### src/rtl/bba_scan.sv
// Lowest-free-bit search over one bitmap word within a bit window.
`default_nettype none
module bba_scan #(
  parameter int WORD_BITS = 64
) (
  input  wire logic [WORD_BITS-1:0]            word,
  input  wire logic [$clog2(WORD_BITS)-1:0]    lo_off,
  input  wire logic [$clog2(WORD_BITS+1)-1:0]  hi_lim,
  output logic                                 found,
  output logic [$clog2(WORD_BITS)-1:0]         idx
);

  localparam int OFF_W = $clog2(WORD_BITS);
  localparam int LIM_W = $clog2(WORD_BITS + 1);

  logic [WORD_BITS-1:0] avail;

  // a bit is a candidate when clear and inside [lo_off, hi_lim)
  always_comb begin
    for (int i = 0; i < WORD_BITS; i++) begin
      avail[i] = !word[i] && (OFF_W'(i) >= lo_off) && (LIM_W'(i) < hi_lim);
    end
  end

  always_comb begin
    found = |avail;
    idx   = '0;
    for (int i = WORD_BITS - 1; i >= 0; i--) begin
      if (avail[i]) begin
        idx = OFF_W'(i);
      end
    end
  end

endmodule
`default_nettype wire

### config.mk
export PLATFORM = sky130hd
export DESIGN_NAME = bba_scan
export DESIGN_NICKNAME = d
export VERILOG_FILES = /design/src/rtl/bba_scan.sv
export SDC_FILE = /design/constraint.sdc
export NUM_CORES = 1
export LEC_CHECK = 0
export BUFFER_PORTS_ARGS = -buffer_cell sky130_fd_sc_hd__buf_2
export CORE_MARGIN = 2
export CORE_UTILIZATION = 25
export DETAILED_ROUTE_END_ITERATION = 8
export PLACE_DENSITY_LB_ADDON = 0.2
export SYNTH_ARGS = -nofsm -noshare
export SYNTH_HDL_FRONTEND = slang
export SYNTH_SLANG_ARGS = --single-unit
### constraint.sdc
create_clock -name vclk -period 9.8
set_input_delay 2.94 -clock vclk [all_inputs]
set_output_delay 2.94 -clock vclk [all_outputs]
set_load 0.01 [all_outputs]
== Yosys cells after proc, flatten, opt, wreduce, memory -nomap -nowiden ==
Index checks and enable logic that the tools add are counted.
Widths: inputs -> output; s select.

* Flip-flop bits (word level): 0

* $lt $le $gt $ge: 128
* Multiplexer cells: 64
* Reduce and logical (&&, ||, !) cells: 193

{| class="wikitable"
|+ Operators by type and width
! cell !! number
|-
| $mux 6 || 64
|-
| $lt 6x7->1 const A || 32
|-
| $ge 6x6->1 const A || 32
|-
| $logic_and 1x1->1 || 128
|-
| $lt 5x7->1 const A || 16
|-
| $ge 5x6->1 const A || 16
|-
| $logic_not 1->1 || 64
|-
| $reduce_or 64->1 || 1
|-
| $lt 4x7->1 const A || 8
|-
| $ge 4x6->1 const A || 8
|-
| $lt 3x7->1 const A || 4
|-
| $ge 3x6->1 const A || 4
|-
| $lt 1x7->1 const A || 2
|-
| $lt 2x7->1 const A || 2
|-
| $ge 1x6->1 const A || 2
|-
| $ge 2x6->1 const A || 2
|}

== Longest topological paths before layout ==
Gate-level depths: netlist (run 1).

* Depth after elaboration: 67
* Gate-level depth with buffers: 11
* Mapped depth without buffers: 8

== Least setup slack after synthesis (run 1) ==
OpenSTA, ideal clock, no wires.

* Path type: input port to output port
* Start point: in hi_lim[4]
* End point: out idx[1]
* Required time: 6.860 ns
* Path slack: 1.998 ns
* Arrival: 4.862 ns
* Stages: 9
* Cell sequence: buf_4 buf_2 nor4b_4 a2111oi_0 a21oi_1 a21bo_2 a2111oi_2 a21oi_1 o22ai_1

* Longest elaborated chain between the ends: 66
* Elaborated cells on any way between the ends: 192

{| class="wikitable"
|+ RTL lines
! element !! line !! source
|-
| from (decl) || 8 || <nowiki>input wire logic [$clog2(WORD_BITS+1)-1:0] hi_lim,</nowiki>
|-
| $lt 6x7->1 || 21 || <nowiki>avail[i] = !word[i] && (OFF_W'(i) >= lo_off) && (LIM_W'(i) < hi_lim);</nowiki>
|-
| $logic_and 1x1->1 || 21 ||
|-
| $mux 6 (63 in series) || 29 || <nowiki>if (avail[i]) begin</nowiki>
|-
| $mux 6 (*) || 29 ||
|-
| to (decl) || 10 || <nowiki>output logic [$clog2(WORD_BITS)-1:0] idx</nowiki>
|}

Every way passes the cells marked *; elsewhere a longest branch is shown, timed or not.

== Worst setup path after layout (run 1) ==
* Start point: in lo_off[5]
* End point: out idx[5]

* Longest elaborated chain between the ends: 67
* Elaborated cells on any way between the ends: 256

{| class="wikitable"
|+ RTL lines
! element !! line !! source
|-
| from (decl) || 7 || <nowiki>input wire logic [$clog2(WORD_BITS)-1:0] lo_off,</nowiki>
|-
| $ge 6x6->1 || 21 ||
|-
| $logic_and 1x1->1 (2 in series) || 21 ||
|-
| $mux 6 (63 in series) || 29 ||
|-
| $mux 6 (*) || 29 ||
|}

Marked as above.

==> results of run 1 <==
==> power by group through the flow <==
stage	Combinational (mW)	Clock [mW]	Sequential (mW)
6_report	0.153	0	0
5_1_grt	0.167	0	0
4_1_cts	0.150	0	0
3_5_place_dp	0.149	0	0
3_3_place_gp	0.150	0	0
2_1_floorplan	0.0998	0	0
==> worst max-delay path by stage <==
stage	endpoint	cells after the start	slack, ns
5_1_grt	idx[5]	10	1.09
3_3_place_gp	idx[5]	10	1.35
6_report	idx[5]	10	1.24
3_5_place_dp	idx[5]	10	1.34
2_1_floorplan	idx[1]	9	2.00
4_1_cts	idx[5]	10	1.34
==> kinds of logic after synthesis <==
kind of cell | synth area share (%)
compound gates | 54.1
buf+inv | 8.38
simple gates | 37.5
==> layout make-up <==
class,count,area [um^2]
timing repair buffer,86,435
multi-input combinational,355,2270
tap,133,166
fill,1139,6780
inverter,10,37.5
==> layout by cell type (no fill, tap or decap), types with 4 or more instances in the layout <==
| master | Yosys | routed |
|---|---|---|
| buf_2 | 15 | 84 |
| a21oi_1 | 42 | 42 |
| o21ai_0 | 34 | 34 |
| nand2_1 | 31 | 31 |
| nor2_1 | 25 | 25 |
| nand3_1 | 21 | 21 |
| a2111oi_0 | 14 | 14 |
| a211oi_1 | 12 | 12 |
| nor3_1 | 11 | 11 |
| inv_1 | 10 | 10 |
| and3_1 | 10 | 10 |
| a221oi_1 | 9 | 9 |
| a31oi_1 | 8 | 8 |
| or3_1 | 8 | 8 |
| nor2b_1 | 8 | 8 |
| o211ai_1 | 8 | 8 |
| a21o_1 | 7 | 7 |
| and2_1 | 7 | 7 |
| nand2b_1 | 7 | 7 |
| o31ai_1 | 6 | 6 |
| a2111o_1 | 5 | 5 |
| nand4_1 | 5 | 5 |
| a22oi_1 | 4 | 4 |
| or2_2 | 4 | 4 |
| o21a_1 | 4 | 4 |
| o21ai_1 | 4 | 4 |
==> metal layers <==
metal | routed length, um | track usage (%)
met5 | 0 | 0
met4 | 101 | 1.74
met3 | 1160 | 2.52
met2 | 5280 | 33.1
met1 | 5430 | 32.1
==> impl_metrics.ini, run 1 <==
[die]
initial_core_util_pct = 25.6
die_h_um = 104
die_w_um = 104
rows = 36
coreArea_um2 = 9680
die_area_um2 = 10700
ios = 84

[global_routing]
grt_max_degree = 35
grt_pass1_vias = 3254
grt_pass1_wl_um = 18500
overflow = 0
antenna_found_initial = 0
track_usage_pct = 21.2

[worst_hold_path]
min_to = idx[0]
worstHoldStart = word[0]
hold_depth = 5
hold_class = primary input to output port

[layout]
syn_to_final_growth_pct = 17.4
final_layout_size_suffix_gt1_share_pct = 23.9
finalNonFillerCells = 584
design_area_um2 = 2910
final_core_util_pct = 30.0
clkbuf_count = 0
diodes = 0
final_nets = 530
seq_cells = 0
seqCellArea_um2 = 0

[critical_path]
start_kind = primary input
critPathArrivalTime_ns = 5.62
crit_fanout = 33
crit_family = compound AO/OA/AOI/OAI gates
cp-startpoint = lo_off[5]
critPathKind = primary input to output port
path_buf_inv = 2
cp_slowest_stage_delay_ns = 0.78
required_ns = 6.86
crit_chain = buf_2 > or2_1 > a2111oi_0 > o21bai_1 > nand2b_1 > nor2_1 > nand3_1 > and2b_1 > a21boi_2 > buf_2
cp-end-kind = output port
crit_path_top_delay_cell = a2111oi_0
crit_path_frequent_cell = buf_2

[cts]
ctsResizeCount = 0
post_cts_buffers = 0
hold_buffers = 0

[flow_run]
cap_violations = 0

[pwr]
pwr-share-seq_pct = 0
p_sw_share_pct = 62.9
power_mw = 0.153
peakVddDrop_mv = 0.0243
power_leakage_nw = 1.11
power.clock.fraction_pct = 0
power.internal_mw = 0.0569
p_sw_mw = 0.0965
power_density_nw_per_um2 = 52.7
combPwrFrac_pct = 100.0

[route]
ant_nets = 0
post_drt_wl_per_cell_um = 20.5
dr.pass1.iters = 6
via_per_inst = 6.28
dr_total_vias = 3668
drt_iter0_drc = 530
drc = 0
wl_um = 12000

[place]
gp_congestion = 0.995
place_area_um2 = 2910
dp.cells = 584
port_buffers = 84
place.detailed.hpwl_um = 9290
dp_slack_ns = 1.34

[run_status]
status = complete, no violations

[synth]
yosysTopAreaCell = a21oi_1
netlist.area_leader.share_pct = 8.48
yosys-top-cells-count = a21oi_1, o21ai_0, nand2_1, nor2_1, nand3_1
synth.avg_cell_area_um2 = 6.24
synth_cells = 397
yosys-top-cells-area = a21oi_1, o21ai_0, a2111oi_0, nand2_1, nand3_1
yosysSeqAreaShare_pct = 0
synthesis.area_um2 = 2480
yosysWarnings = 0
synth_fp_nets = 474
synth_cell_types = 70
yosysMostFrequentCell = a21oi_1

[sta]
whs_ns = 6.49
setup_tns_ns = 0
period_needed_ns = 8.56
hold_violations = 0
finalMaxSlewViolations = 0
worst_pin_slew_ns = 1.07
maxSlewHeadroom_pct = 26.9
finalSetupViolCount = 0
fmax_ghz = 0.117
finalWorstSetupSlack_ns = 1.24
rsz0062_at_grt = no
fin_crit_sh_pct = 87.3
Power figures use the tool's default switching activity.
==> run 2: changes to the inputs <==
CORE_MARGIN = 4   (was 2)
MAX_ROUTING_LAYER = met4   (was unset)
clock period = 8.5 ns   (was 9.8 ns; I/O delays follow)
==> impl_metrics.ini, run 2 (synthesized netlist as in run 1, its figures left out) <==
[run_status]
status = complete, no violations

[layout]
clkbuf_count = 0
final_cell_mix = buf_2, a21oi_1, o21ai_0
final_nets = 533
syn_to_final_growth_pct = 18.3
seqCellArea_um2 = 0
final_layout_size_suffix_gt1_share_pct = 24.4
seq_cells = 0
final_common_cell = buf_2
diodes = 0

[route]
top_layer_used = met4
drc = 0
wl_met1_um = 5430
drt_iter0_drc = 447
met3_length_um = 1290
post_drt_wl_per_cell_um = 20.9
dr.pass1.iters = 5
wl_um = 12300
wl_met2_um = 5160
dr_total_vias = 3671
via_per_inst = 6.25
ant_nets = 0

[worst_hold_path]
hold_class = primary input to output port

[global_routing]
grt_pass1_wl_um = 18800
grt_max_degree = 35
grt_pass1_vias = 3357
overflow = 0
antenna_found_initial = 0
track_usage_pct = 20.8

[sta]
finalMaxSlewViolations = 0
fin_crit_sh_pct = 91.6
fmax_ghz = 0.128
finalSetupViolCount = 0
period_needed_ns = 7.79
finalWorstSetupSlack_ns = 0.710
setup_tns_ns = 0
maxSlewHeadroom_pct = 22.2
hold_violations = 0
worst_pin_slew_ns = 1.14
rsz0062_at_grt = no
whs_ns = 5.70

[die]
rows = 36
die_h_um = 108
coreArea_um2 = 9730
initial_core_util_pct = 25.5
ios = 84
die_w_um = 108
die_area_um2 = 11600

[critical_path]
required_ns = 5.95
crit_fanout = 17
start_kind = primary input
path_buf_inv = 2
cp-end-kind = output port
critPathArrivalTime_ns = 5.24
crit_path_top_delay_cell = a2111oi_0
crit_chain = buf_2 > or2_2 > a31oi_1 > a2111oi_0 > o21ai_0 > a21oi_1 > o21ai_0 > nor2_1 > o31ai_1 > buf_2
cp_slowest_stage_delay_ns = 1.00
critPathKind = primary input to output port
crit_family = compound AO/OA/AOI/OAI gates

[pwr]
power_density_nw_per_um2 = 60.8
power_leakage_nw = 1.13
peakVddDrop_mv = 0.0222

[place]
port_buffers = 84
place.detailed.hpwl_um = 9710
dp_slack_ns = 0.811
gp_congestion = 0.983

[flow_run]
cap_violations = 0

[cts]
ctsResizeCount = 0
hold_buffers = 0
post_cts_buffers = 0
## run 2: power by group
group	leakage [nW]	internal (mW)	switching, mW
Sequential	0	0	0
Combinational	1.13	0.0664	0.112
Clock	0	0	0
## run 2: tightest hold or removal path, cell delays in order
cell	delay (ns)
buf_2	0.10
o31ai_1	0.10
o31ai_1	0.28
buf_2	0.13
## run 2: path summary, 6_finish.rpt
kind | cells after the start | start | endpoint | slack, ns
worst max-delay path | 10 | hi_lim[6] | idx[0] | 0.71
worst min-delay path | 4 | word[0] | idx[0] | 5.70
## run 2: final cells by class
cell class                 count  area (um^2)
fill                        1137         6800
inverter                      10         37.5
multi-input combinational    355         2270
tap                          133          166
timing repair buffer          89          458
## run 2: stage by stage
stage          instance area [um^2]  cells  power (mW)  util [%]
6_report                       2930    587       0.178      30.1
5_1_grt                        2930    587       0.195      30.1
4_1_cts                        2930    587       0.175      30.1
3_5_place_dp                   2930    587       0.174      30.1
3_3_place_gp                   2930    587       0.174      30.1
2_1_floorplan                  2480    397       0.115         -
## run 2: layer usage
metal  track usage [%]  vias to the layer above
li1                  -                     1697
met1              30.7                     1699
met2              29.6                      242
met3              3.60                       33
met4              4.33                        0
met5                 -                        -
==> run 3: changes to the inputs <==
BUFFER_PORTS_ARGS = unset   (was -buffer_cell sky130_fd_sc_hd__buf_2)
DONT_BUFFER_PORTS = 1   (was unset)
==> impl_metrics.ini, run 3 (synthesized netlist as in run 1, its figures left out) <==
[die]
die_h_um = 108
rows = 36
die_w_um = 108
die_area_um2 = 11600
ios = 84
coreArea_um2 = 9730
initial_core_util_pct = 25.5

[route]
dr.pass1.iters = 5
drc = 0
post_drt_wl_per_cell_um = 24.3
via_per_inst = 6.67
wl_met2_um = 5290
dr_total_vias = 3326
met3_length_um = 1160
top_layer_used = met4
wl_met1_um = 5520
drt_iter0_drc = 557
ant_nets = 0
wl_um = 12100

[critical_path]
critPathArrivalTime_ns = 5.08
start_kind = primary input
crit_chain = a21oi_1 > a22oi_1 > a22oi_1 > o2111ai_1 > nor4b_1 > a211oi_1 > nor2_1 > o31ai_1
required_ns = 5.95
critPathKind = primary input to output port
path_buf_inv = 0
crit_fanout = 13
crit_path_frequent_cell = a22oi_1
cp_slowest_stage_delay_ns = 0.67
cp-end-kind = output port
crit_family = compound AO/OA/AOI/OAI gates
crit_path_top_delay_cell = a21oi_1

[layout]
final_nets = 445
clkbuf_count = 0
seqCellArea_um2 = 0
final_common_cell = a21oi_1
final_cell_mix = a21oi_1, o21ai_0, nand2_1
syn_to_final_growth_pct = 0.152
final_layout_size_suffix_gt1_share_pct = 6.28
seq_cells = 0
diodes = 0

[flow_run]
cap_violations = 0

[place]
place.detailed.hpwl_um = 9580
port_buffers = 0
gp_congestion = 0.976
dp_slack_ns = 0.925

[global_routing]
antenna_found_initial = 0
overflow = 0
grt_pass1_wl_um = 18300
track_usage_pct = 20.6
grt_pass1_vias = 2980
grt_max_degree = 35

[sta]
finalSetupViolCount = 0
finalMaxSlewViolations = 0
maxSlewHeadroom_pct = 20.8
rsz0062_at_grt = no
finalWorstSetupSlack_ns = 0.865
worst_pin_slew_ns = 1.16
setup_tns_ns = 0
fin_crit_sh_pct = 89.8
fmax_ghz = 0.131
period_needed_ns = 7.63
hold_violations = 0

[pwr]
power_density_nw_per_um2 = 53.0
peakVddDrop_mv = 0.00977
power_mw = 0.132
power_leakage_nw = 0.777

[worst_hold_path]
hold_class = primary input to output port

[cts]
post_cts_buffers = 0
hold_buffers = 0
ctsResizeCount = 0

[run_status]
status = complete, no violations
run 3: changes by cell type in the layout (fill, tap and decap cells not counted), sizes merged:
cell / delta
buf: -88
run 3: path summary, 6_finish.rpt:
| path | start | endpoint | slack [ns] | depth (start not counted) |
|---|---|---|---|---|
| setup / recovery | hi_lim[0] | idx[0] | 0.87 | 8 |
| hold / removal | word[0] | idx[0] | 5.53 | 3 |
run 3: layer usage:
metal	GRT usage (%)	up-vias
li1	-	1531
met1	30.3	1572
met2	30.5	215
met3	3.66	8
met4	1.35	0
met5	-	-
run 3: worst min-delay path, delay by kind of cell:
kind / cells / cell delay [ns]
AOI/OAI and AO/OA: 3 / 0.43
run 3: layout make-up:
cell class / instances / area, um^2
multi-input cells: 355 / 2270
fillers: 1160 / 7250
repair buffers: 1 / 7.51
well taps: 133 / 166
inverters: 10 / 37.5
run 3: metrics by stage:
| step | std cells | area, um^2 | utilization, % | hold slack, ns |
|---|---|---|---|---|
| CTS | 499 | 2480 | 25.5 | 5.53 |
| detailed placement | 499 | 2480 | 25.5 | 5.53 |
| finish | 499 | 2480 | 25.5 | 5.53 |
| global placement | 499 | 2480 | 25.5 | 5.53 |
| global route | 499 | 2480 | 25.5 | 5.56 |
| floorplan | 397 | 2480 | - | 5.43 |
run 3: report_power, final:
part	switching (mW)	total, mW	internal, mW	leakage (nW)
registers	0	0	0	0
clock network	0	0	0	0
logic	0.0815	0.132	0.0500	0.777
total	0.0815	0.132	0.0500	0.777
